$ cat config.mk
export PLATFORM = sky130hd
export DESIGN_NAME = vp9_keyframe_header_parser
export DESIGN_NICKNAME = d
export VERILOG_FILES = /design/src/rtl/vkhp_pkg.sv /design/src/rtl/vkhp_front.sv /design/src/rtl/vkhp_queue.sv /design/src/rtl/vkhp_back.sv /design/src/rtl/vp9_keyframe_header_parser.sv
export SDC_FILE = /design/constraint.sdc
export NUM_CORES = 1
export LEC_CHECK = 0
export ABC_AREA = 1
export BUFFER_PORTS_ARGS = -buffer_cell sky130_fd_sc_hd__buf_2
export CORE_UTILIZATION = 55
export DETAILED_ROUTE_END_ITERATION = 16
export PLACE_DENSITY = 0.81
export SYNTH_ARGS = -nofsm -noshare
export SYNTH_HDL_FRONTEND = slang
export SYNTH_HIERARCHICAL = 1
export SYNTH_SLANG_ARGS = --single-unit
$ cat constraint.sdc
create_clock -name clk -period 17 [get_ports clk]
set_input_delay 4.25 -clock clk [delete_from_list [all_inputs] [get_ports clk]]
set_output_delay 4.25 -clock clk [all_outputs]
set_load 0.1 [all_outputs]
$ cat src/rtl/vkhp_pkg.sv
// Shared types and constants for the VP9 key frame header parser.
// No dependencies; used by every module of the block.
`timescale 1ns / 1ps

package vkhp_pkg;

	// Only the first ten bytes hold bits the parse can ever reach (76 bits at most).
	localparam int STORE_BYTES = 10;
	localparam int HDR_W       = STORE_BYTES * 8;
	localparam int POS_W       = $clog2(HDR_W);
	localparam int QUEUE_DEPTH = 2;

	localparam logic [2:0] ST_OK        = 3'd0;
	localparam logic [2:0] ST_SHORT     = 3'd1;
	localparam logic [2:0] ST_BAD_MARK  = 3'd2;
	localparam logic [2:0] ST_RESERVED  = 3'd3;
	localparam logic [2:0] ST_NOT_KEY   = 3'd4;
	localparam logic [2:0] ST_BAD_SYNC  = 3'd5;

	localparam logic [1:0]  FRAME_MARKER = 2'h2;
	localparam logic [1:0]  PROFILE_3    = 2'd3;
	localparam logic [23:0] SYNC_CODE    = 24'h498342;
	localparam logic [2:0]  CS_RGB       = 3'd7;

	// One queued transaction: either a gathered header or a too-short notice.
	typedef struct packed {
		logic             too_short;
		logic [HDR_W-1:0] hdr;
	} job_t;

endpackage

$ cat src/rtl/vkhp_front.sv
// Front end: accepts frame bytes, gathers the header bytes and decides when
// a frame needs a result. Depends on vkhp_pkg.
`timescale 1ns / 1ps

module vkhp_front #(
	parameter int HEADER_BYTES = 12
) (
	input  logic               clk,
	input  logic               arst_n,
	input  logic               accept,
	input  logic [7:0]         data_byte,
	input  logic               last_byte,
	output logic               push,
	output vkhp_pkg::job_t     job
);

	localparam int SEEN_W = $clog2(HEADER_BYTES);

	logic [SEEN_W-1:0]          seen_q;
	logic                       given_q;
	logic [vkhp_pkg::HDR_W-1:0] hdr_q;
	logic [vkhp_pkg::HDR_W-1:0] hdr_next;
	logic [SEEN_W:0]            cnt;
	logic                       complete;

	assign cnt      = {1'b0, seen_q} + {{SEEN_W{1'b0}}, 1'b1};
	assign complete = (cnt >= (SEEN_W+1)'(HEADER_BYTES));

	always_comb begin
		hdr_next = hdr_q;
		for (int i = 0; i < vkhp_pkg::STORE_BYTES; i++) begin
			if (seen_q == SEEN_W'(i))
				hdr_next[vkhp_pkg::HDR_W-1-8*i -: 8] = data_byte;
		end
	end

	assign push          = accept && !given_q && (complete || last_byte);
	assign job.too_short = !complete;
	assign job.hdr       = hdr_next;

	always_ff @(posedge clk or negedge arst_n) begin
		if (!arst_n) begin
			seen_q  <= '0;
			given_q <= 1'b0;
		end else if (accept) begin
			if (last_byte) begin
				seen_q  <= '0;
				given_q <= 1'b0;
			end else if (!given_q) begin
				if (complete)
					given_q <= 1'b1;
				else
					seen_q <= cnt[SEEN_W-1:0];
			end
		end
	end

	// every stored header byte (the first STORE_BYTES) is written before the parse reads it
	always_ff @(posedge clk) begin
		if (accept && !given_q)
			hdr_q <= hdr_next;
	end

	a_last_restarts: assert property (@(posedge clk) disable iff (!arst_n)
		accept && last_byte |=> seen_q == '0 && !given_q)
		else $error("frame state not cleared after last byte");

	a_one_result: assert property (@(posedge clk) disable iff (!arst_n)
		given_q |-> !push)
		else $error("second result pushed for one frame");

endmodule

$ cat src/rtl/vkhp_queue.sv
// Two-entry queue of header jobs between the front and back ends.
// Depends on vkhp_pkg.
`timescale 1ns / 1ps

module vkhp_queue (
	input  logic           clk,
	input  logic           arst_n,
	input  logic           push,
	input  vkhp_pkg::job_t wr_job,
	input  logic           pop,
	output vkhp_pkg::job_t rd_job,
	output logic           empty,
	output logic           full
);

	localparam int CNT_W = $clog2(vkhp_pkg::QUEUE_DEPTH + 1);
	localparam int PTR_W = $clog2(vkhp_pkg::QUEUE_DEPTH);

	vkhp_pkg::job_t    mem_q [vkhp_pkg::QUEUE_DEPTH];
	logic [PTR_W-1:0]  wr_ptr_q;
	logic [PTR_W-1:0]  rd_ptr_q;
	logic [CNT_W-1:0]  count_q;

	assign empty  = (count_q == '0);
	assign full   = (count_q == CNT_W'(vkhp_pkg::QUEUE_DEPTH));
	assign rd_job = mem_q[rd_ptr_q];

	always_ff @(posedge clk or negedge arst_n) begin
		if (!arst_n) begin
			wr_ptr_q <= '0;
			rd_ptr_q <= '0;
			count_q  <= '0;
		end else begin
			if (push)
				wr_ptr_q <= wr_ptr_q + PTR_W'(1);
			if (pop)
				rd_ptr_q <= rd_ptr_q + PTR_W'(1);
			if (push && !pop)
				count_q <= count_q + CNT_W'(1);
			else if (pop && !push)
				count_q <= count_q - CNT_W'(1);
		end
	end

	always_ff @(posedge clk) begin
		if (push)
			mem_q[wr_ptr_q] <= wr_job;
	end

	a_no_overflow: assert property (@(posedge clk) disable iff (!arst_n)
		!(push && full && !pop))
		else $error("push into full queue");

	a_no_underflow: assert property (@(posedge clk) disable iff (!arst_n)
		!(pop && empty))
		else $error("pop from empty queue");

endmodule

$ cat src/rtl/vkhp_back.sv
// Back end: parses a queued header and holds the result in the output register.
// Depends on vkhp_pkg.
`timescale 1ns / 1ps

module vkhp_back (
	input  logic           clk,
	input  logic           arst_n,
	input  logic           job_valid,
	input  vkhp_pkg::job_t job,
	output logic           pop,
	output logic           out_valid,
	input  logic           out_ready,
	output logic [2:0]     status,
	output logic           type_known,
	output logic           frame_type,
	output logic [16:0]    frame_width,
	output logic [16:0]    frame_height
);

	localparam int W  = vkhp_pkg::HDR_W;
	localparam int PW = vkhp_pkg::POS_W;

	logic            out_valid_q;
	logic [2:0]      status_q;
	logic            type_known_q;
	logic            frame_type_q;
	logic [16:0]     width_q;
	logic [16:0]     height_q;

	logic [2:0]      p_status;
	logic            p_known;
	logic            p_type;
	logic [16:0]     p_width;
	logic [16:0]     p_height;

	always_comb begin
		logic [1:0]    profile;
		logic          odd;
		logic [PW-1:0] p1, p2, p3, p4;
		logic [W-1:0]  t1, t2, t3, t4;
		logic          rsv_color;
		logic [2:0]    color;

		profile = {job.hdr[W-4], job.hdr[W-3]};
		odd     = profile[0];
		p1      = (profile == vkhp_pkg::PROFILE_3) ? PW'(5) : PW'(4);
		t1      = job.hdr << p1;
		// show_existing_frame carries a 3-bit index
		p2      = p1 + (t1[W-1] ? PW'(4) : PW'(1));
		t2      = job.hdr << p2;
		// frame type, show_frame, error_resilient, then sync code and, in profiles 2 and 3, the bit-depth bit
		p3      = p2 + PW'(27) + (profile[1] ? PW'(1) : PW'(0));
		t3      = job.hdr << p3;
		color   = t3[W-1 -: 3];
		if (color != vkhp_pkg::CS_RGB) begin
			rsv_color = odd && t3[W-7];
			p4        = p3 + (odd ? PW'(7) : PW'(4));
		end else begin
			rsv_color = odd && t3[W-4];
			p4        = p3 + (odd ? PW'(4) : PW'(3));
		end
		t4 = job.hdr << p4;

		p_status = vkhp_pkg::ST_OK;
		p_known  = 1'b0;
		p_type   = 1'b0;
		p_width  = '0;
		p_height = '0;
		priority if (job.too_short) begin
			p_status = vkhp_pkg::ST_SHORT;
		end else if (job.hdr[W-1 -: 2] != vkhp_pkg::FRAME_MARKER) begin
			p_status = vkhp_pkg::ST_BAD_MARK;
		end else if (profile == vkhp_pkg::PROFILE_3 && job.hdr[W-5]) begin
			p_status = vkhp_pkg::ST_RESERVED;
		end else begin
			p_known = 1'b1;
			p_type  = t2[W-1];
			priority if (t2[W-1]) begin
				p_status = vkhp_pkg::ST_NOT_KEY;
			end else if (t2[W-4 -: 24] != vkhp_pkg::SYNC_CODE) begin
				p_status = vkhp_pkg::ST_BAD_SYNC;
			end else if (rsv_color) begin
				p_status = vkhp_pkg::ST_RESERVED;
			end else begin
				p_width  = {1'b0, t4[W-1 -: 16]} + 17'd1;
				p_height = {1'b0, t4[W-17 -: 16]} + 17'd1;
			end
		end
	end

	assign pop = job_valid && (!out_valid_q || out_ready);

	always_ff @(posedge clk or negedge arst_n) begin
		if (!arst_n)
			out_valid_q <= 1'b0;
		else if (pop)
			out_valid_q <= 1'b1;
		else if (out_ready)
			out_valid_q <= 1'b0;
	end

	always_ff @(posedge clk) begin
		if (pop) begin
			status_q     <= p_status;
			type_known_q <= p_known;
			frame_type_q <= p_type;
			width_q      <= p_width;
			height_q     <= p_height;
		end
	end

	assign out_valid    = out_valid_q;
	assign status       = status_q;
	assign type_known   = type_known_q;
	assign frame_type   = frame_type_q;
	assign frame_width  = width_q;
	assign frame_height = height_q;

	a_ok_has_size: assert property (@(posedge clk) disable iff (!arst_n)
		out_valid_q && status_q == vkhp_pkg::ST_OK |-> width_q != '0 && height_q != '0)
		else $error("key frame result without size");

	a_short_no_type: assert property (@(posedge clk) disable iff (!arst_n)
		out_valid_q && status_q == vkhp_pkg::ST_SHORT |-> !type_known_q)
		else $error("too-short result reports a frame type");

endmodule

$ cat src/rtl/vp9_keyframe_header_parser.sv
// VP9 key frame header parser, top level: front end, job queue, back end.
// Depends on vkhp_pkg, vkhp_front, vkhp_queue, vkhp_back.
//
// Input channel (in_valid/in_ready): one byte of a compressed frame per
// transaction, data_byte plus last_byte on the final byte of the frame.
// Output channel (out_valid/out_ready): at most one result per frame, with
// status, type_known, frame_type, frame_width and frame_height.
// A result is produced on the HEADER_BYTES-th byte of a frame, or with
// status "too short" on a last byte that comes earlier; bytes after the
// result are dropped until the last byte, which starts a new frame.
// Throughput: one byte per cycle while the queue is not full. The job enters
// the queue on the accepting edge and is parsed into the output register
// when it is popped, which waits while a held result is not yet taken.
// When the receiver stalls, the held result and the queue absorb up to
// three results; then in_ready drops until the output drains.
// Reset clears the frame byte count, the queue and the output valid; no
// clearing pass is needed, so bytes are taken from the first cycle on.
`timescale 1ns / 1ps

module vp9_keyframe_header_parser #(
	parameter int HEADER_BYTES = 12
) (
	input  logic        clk,
	input  logic        arst_n,
	input  logic        in_valid,
	output logic        in_ready,
	input  logic [7:0]  data_byte,
	input  logic        last_byte,
	output logic        out_valid,
	input  logic        out_ready,
	output logic [2:0]  status,
	output logic        type_known,
	output logic        frame_type,
	output logic [16:0] frame_width,
	output logic [16:0] frame_height
);

	logic           accept;
	logic           push;
	logic           pop;
	logic           q_empty;
	logic           q_full;
	vkhp_pkg::job_t wr_job;
	vkhp_pkg::job_t rd_job;

	assign in_ready = !q_full;
	assign accept   = in_valid && in_ready;

	vkhp_front #(
		.HEADER_BYTES(HEADER_BYTES)
	) u_front (
		.clk      (clk),
		.arst_n   (arst_n),
		.accept   (accept),
		.data_byte(data_byte),
		.last_byte(last_byte),
		.push     (push),
		.job      (wr_job)
	);

	vkhp_queue u_queue (
		.clk   (clk),
		.arst_n(arst_n),
		.push  (push),
		.wr_job(wr_job),
		.pop   (pop),
		.rd_job(rd_job),
		.empty (q_empty),
		.full  (q_full)
	);

	vkhp_back u_back (
		.clk         (clk),
		.arst_n      (arst_n),
		.job_valid   (!q_empty),
		.job         (rd_job),
		.pop         (pop),
		.out_valid   (out_valid),
		.out_ready   (out_ready),
		.status      (status),
		.type_known  (type_known),
		.frame_type  (frame_type),
		.frame_width (frame_width),
		.frame_height(frame_height)
	);

endmodule
==> results.json, run 1 <==
{
  "relSlewSlack": 0.259,
  "drive_gt1_frac": 0.148,
  "fin_nets": 1654,
  "syn_area_mm2": 0.0157,
  "die_x_um": 171,
  "slowest_delay_ns": 0.93,
  "port_buffers": 53,
  "drtAntennaViolNets": 0,
  "skew_ns": 0.0118,
  "initial_core_util": 0.561,
  "num_vias": 11513,
  "grt_pass1_vias": 10260,
  "tightestPinTransition_ns": 1.11,
  "globalRouteOverflowTotal": 0,
  "die_y_um": 171,
  "period_needed_ns": 6.75,
  "required_ns": 17.40,
  "cp_slowest_cell": "inv_1",
  "setup_viol": 0,
  "outcome": "complete, no violations",
  "io_pins": 54,
  "cp_max_fo": 33,
  "start_kind": "flip-flop",
  "htreeDepth": 1,
  "dieArea_mm2": 0.0292,
  "drt-total-wl_mm": 33.5,
  "grt_use_total": 0.230,
  "clkSinkCount": 288,
  "insertedDiodeCount": 0,
  "arrival_ns": 7.15,
  "clk_latency_ns": 0.55,
  "clockBufferDepth": 3,
  "cts_buffers": 28,
  "rows": 61,
  "final-hold-violation-count": 0,
  "syn_avg_cell_area_um2": 9.78,
  "tns_ns": 0,
  "cp-end-kind": "flip-flop",
  "postCtsSetupBuffers": 0,
  "ys_warn_count": 6,
  "drc": 0,
  "cts_tree": "built",
  "clock.fmax_mhz": 148,
  "postCtsResizedCells": 0,
  "fin_crit_sh": 0.397,
  "antenna_found_initial": 0,
  "postCtsHoldBufs": 0,
  "syn-num-nets": 1627,
  "drtIter0Drc": 1037,
  "ff2ff_setup_slack_ns": 10.25,
  "grt_max_degree": 84,
  "dr.pass1.iters": 6,
  "hpwl_mm": 22.0,
  "wl_per_cell_um": 16.5,
  "worstSetupPathType": "flip-flop to flip-flop",
  "cpMostUsedCell": "nand2_1",
  "holdCritPathClass": "flip-flop to flip-flop",
  "drv_cap": 0,
  "area_growth_pct": 8.20,
  "synthCells": 1602,
  "core_area_mm2": 0.0279,
  "cts.clk_slew.worst_paths_ns": 0.06,
  "clockRootBuffer": "clkbuf_16",
  "place_congestion": 0.880,
  "vias_per_cell": 5.67,
  "rsz0062_at_grt": "false",
  "grt_pass1_wl_mm": 52.6,
  "slew_viol_final": 0
}
## critical path: cells and delay by family (launching register included)
family,cells,cell delay [ns]
adders and majority gates,3,0.64
DFF,1,0.78
and+or+nand+nor,13,2.59
buffers and inverters,4,1.27
muxes,1,0.40
AOI/OAI and AO/OA,5,0.87
## layer usage
| metal | GRT usage | wire length, um | part of all wire |
|---|---|---|---|
| met5 | 0 | 0 | 0 |
| met4 | 0.0705 | 760 | 0.023 |
| met3 | 0.0282 | 2660 | 0.080 |
| met2 | 0.369 | 15200 | 0.45 |
| met1 | 0.328 | 14900 | 0.44 |
## state kept, by name, indices dropped and copies added, names as in the netlist
name,count
u_queue/count_q,2
u_front/seen_q,4
u_back/frame_type,1
u_back/type_known,1
u_front/given_q,1
u_front/hdr_q,79
u_back/frame_width,17
u_queue/rd_ptr_q,1
u_queue/mem_q,160
u_back/status,3
u_back/frame_height,17
u_back/out_valid,1
u_queue/wr_ptr_q,1
## path summary, 6_finish.rpt
check	cells after the start	start	to
setup / recovery	26	u_queue/rd_ptr_q	u_back/frame_width[8]
min in group asynchronous	1	arst_n	u_front/given_q
setup reg to reg	26	u_queue/rd_ptr_q	u_back/frame_width[8]
hold / removal	2	u_queue/count_q[1]	u_queue/count_q[1]
hold reg to reg	2	u_queue/count_q[1]	u_queue/count_q[1]
max in group asynchronous	1	arst_n	u_queue/rd_ptr_q
## area by class of cell
class	instances	area, um2
fillers	2237	11000
flip-flops and latches	288	8600
multi-input cells	1112	6090
clock buffers	35	748
inverters	137	514
well taps	378	473
repair buffers	62	333
clock inverters	17	184
## cell usage in the layout (no fill, tap or decap), types with 2 or more instances in the layout
cell         n
inv_1      130
nor2_1      68
nor2_2      19
nand3_1    206
bufinv_16    4
o21a_1       2
nor2_4       5
clkbuf_1     6
nor3_1       7
nand2_1    480
mux2_2       2
and2_1       3
mux2i_1      2
xor2_1       5
o221ai_1     2
clkinv_2     4
nand3b_1     3
buf_2       53
buf_4        9
o21ai_1     10
nand3_4      2
o21ai_0    114
a21oi_2      6
nand2_2      6
inv_2        7
nand4_1     21
mux2_4      78
dfrtp_1      9
edfxtp_1   278
xnor2_1      3
ha_1        11
nand3_2      4
o211ai_1    13
nor3_2       2
clkinv_1     7
clkbuf_16   29
or2_2        8
a21oi_1     20
## stage by stage
| stage | setup slack [ns] | hold WS [ns] | cells | util | cell area, um2 |
|---|---|---|---|---|---|
| after CTS | 10.30 | 0.512 | 2029 | 0.607 | 16900 |
| final | 10.25 | 0.514 | 2029 | 0.607 | 16900 |
| after floorplan | 4.44 | 0.463 | 1602 | - | 15700 |
| after global placement | 9.77 | 0.483 | 1977 | 0.573 | 16000 |
| after detailed placement | 9.74 | 0.499 | 1977 | 0.573 | 16000 |
| after global routing | 9.63 | 0.538 | 2029 | 0.607 | 16900 |
Power of run 1 is left out: the tool's default activity adds up to more than one toggle a clock period on the data nets, which glitch-free logic cannot reach.
==> run 2, diff against run 1 <==
--- a/config.mk
+++ b/config.mk
@@ -5,11 +5,11 @@
 export SDC_FILE = /design/constraint.sdc
 export NUM_CORES = 1
 export LEC_CHECK = 0
-export ABC_AREA = 1
+export ABC_AREA = 0
 export BUFFER_PORTS_ARGS = -buffer_cell sky130_fd_sc_hd__buf_2
 export CORE_UTILIZATION = 55
 export DETAILED_ROUTE_END_ITERATION = 16
-export PLACE_DENSITY = 0.81
+export PLACE_DENSITY = 0.84
 export SYNTH_ARGS = -nofsm -noshare
 export SYNTH_HDL_FRONTEND = slang
 export SYNTH_HIERARCHICAL = 1
==> constraint.sdc (replaced) <==
create_clock -name clk -period 6.1 [get_ports clk]
set_input_delay 1.525 -clock clk [delete_from_list [all_inputs] [get_ports clk]]
set_output_delay 1.525 -clock clk [all_outputs]
set_load 0.1 [all_outputs]
==> run 2 against run 1 <==
Global-route usage is 1.1 points lower; critical path depth shrank 8; synthesized cell count shrank 37%; fmax is 15% higher; final cell count is 29% lower; die area down 2.4%; register-to-register slack worse by 10 ns; largest cell class unchanged.
==> results.json, run 2 <==
{
  "outcome": "complete, no violations",
  "skew_ns": 0.0241,
  "vias_per_cell": 6.22,
  "globalRouteOverflowTotal": 0,
  "syn-num-nets": 1030,
  "final-hold-violation-count": 0,
  "num_vias": 8988,
  "largest_register_ffs": 158,
  "dieArea_mm2": 0.0284,
  "drive_gt1_frac": 0.357,
  "hpwl_mm": 21.0,
  "final_common_cell": "edfxtp_1",
  "clockRootBuffer": "clkbuf_16",
  "start_kind": "flip-flop",
  "cp-end-kind": "flip-flop",
  "setup_viol": 0,
  "rows": 60,
  "drc": 0,
  "clock.fmax_mhz": 170,
  "drtIter0Drc": 945,
  "cts_buffers": 28,
  "core_area_mm2": 0.0271,
  "fin_crit_sh": 0.963,
  "die_y_um": 169,
  "ys_warn_count": 6,
  "holdCritPathClass": "flip-flop to flip-flop",
  "htreeDepth": 1,
  "grt_use_total": 0.220,
  "dr.pass1.iters": 5,
  "insertedDiodeCount": 0,
  "area_growth_pct": 9.36,
  "syn_avg_cell_area_um2": 15.2,
  "drt-total-wl_mm": 31.0,
  "tightestPinTransition_ns": 1.07,
  "cts.clk_slew.worst_paths_ns": 0.06,
  "io_pins": 54,
  "synthCells": 1005,
  "wl_per_cell_um": 21.5,
  "die_x_um": 169,
  "fillers": 1926,
  "syn_area_mm2": 0.0153,
  "place_congestion": 0.888,
  "drtAntennaViolNets": 0,
  "required_ns": 6.50,
  "clk_latency_ns": 0.55,
  "largestRegisters": "u_queue/mem_q (158), u_front/hdr_q (78)",
  "top_register": "u_queue/mem_q",
  "arrival_ns": 6.28,
  "clkSinkCount": 285,
  "drv_cap": 0,
  "antenna_found_initial": 0,
  "fin_nets": 1080,
  "relSlewSlack": 0.288,
  "cp_max_fo": 17,
  "grt_pass1_wl_mm": 48.4,
  "grt_pass1_vias": 8592,
  "postCtsHoldBufs": 0,
  "slew_viol_final": 0,
  "final_cell_mix": "275 x edfxtp_1, 121 x mux2_2, 84 x mux2_4",
  "grt_max_degree": 79,
  "cts_tree": "built",
  "worstSetupPathType": "flip-flop to flip-flop",
  "tns_ns": 0,
  "clockBufferDepth": 3,
  "period_needed_ns": 5.88,
  "rsz0062_at_grt": "false",
  "port_buffers": 53,
  "initial_core_util": 0.564
}
-- run 2: what timing repair did --
item,in CTS,in global routing
gates resized for setup,0,1
setup endpoints to repair,0,3
buffers inserted,0,3
-- run 2: final cells by class --
class                   count  area (um2)  area share
flip-flops and latches    285        8510       0.509
multi-input cells         640        6280       0.376
clock buffers              41         800      0.0479
repair buffers             76         488      0.0292
well taps                 372         465      0.0279
inverters                  24        90.1     0.00539
clock inverters             8        75.1     0.00449
-- run 2: final timing paths --
path / start / to / slack (ns) / cells after the start
max reg2reg: u_queue/rd_ptr_q / u_back/frame_width[15] / 0.22 / 18
min in group asynchronous: arst_n / u_front/seen_q[2] / 0.84 / 1
max in group asynchronous: arst_n / u_queue/rd_ptr_q / 5.01 / 1
min: u_back/out_valid / u_back/out_valid / 0.50 / 2
min reg2reg: u_back/out_valid / u_back/out_valid / 0.50 / 2
max: u_queue/rd_ptr_q / u_back/frame_width[15] / 0.22 / 18
-- run 2: worst max-delay path, stage by stage, from the launching register on --
cell      delay [ns]
dfrtp_4         0.52
mux2_4          0.40
nand2b_1        0.16
a211oi_1        0.31
nor3_1          0.08
o32a_1          0.39
inv_1           0.07
ha_1            0.21
inv_1           0.11
ha_2            0.22
fa_2            0.50
buf_12          0.18
mux2_2          0.25
mux2i_1         0.12
mux4_2          0.56
or4b_4          0.58
or3_4           0.42
or4_1           0.50
a21oi_1         0.15
-- run 2: stage by stage --
step	area [um2]	hold slack [ns]	utilization	setup WS, ns	instances
final	16700	0.502	0.617	0.223	1446
after global placement	15800	0.480	0.583	0.209	1394
after floorplan	15300	0.456	-	0.181	1005
after CTS	16700	0.510	0.616	0.129	1443
after detailed placement	15800	0.497	0.583	0.141	1394
after global routing	16700	0.539	0.617	0.0801	1446
-- run 2: routing by layer --
metal | GRT usage | up-vias | part of all wire
met5 | 0 | - | 0
met4 | 0.0759 | 0 | 0.024
met3 | 0.0365 | 56 | 0.076
met2 | 0.348 | 411 | 0.47
met1 | 0.308 | 4465 | 0.43
li1 | - | 4056 | -
Power of run 2 is left out for the same reason.
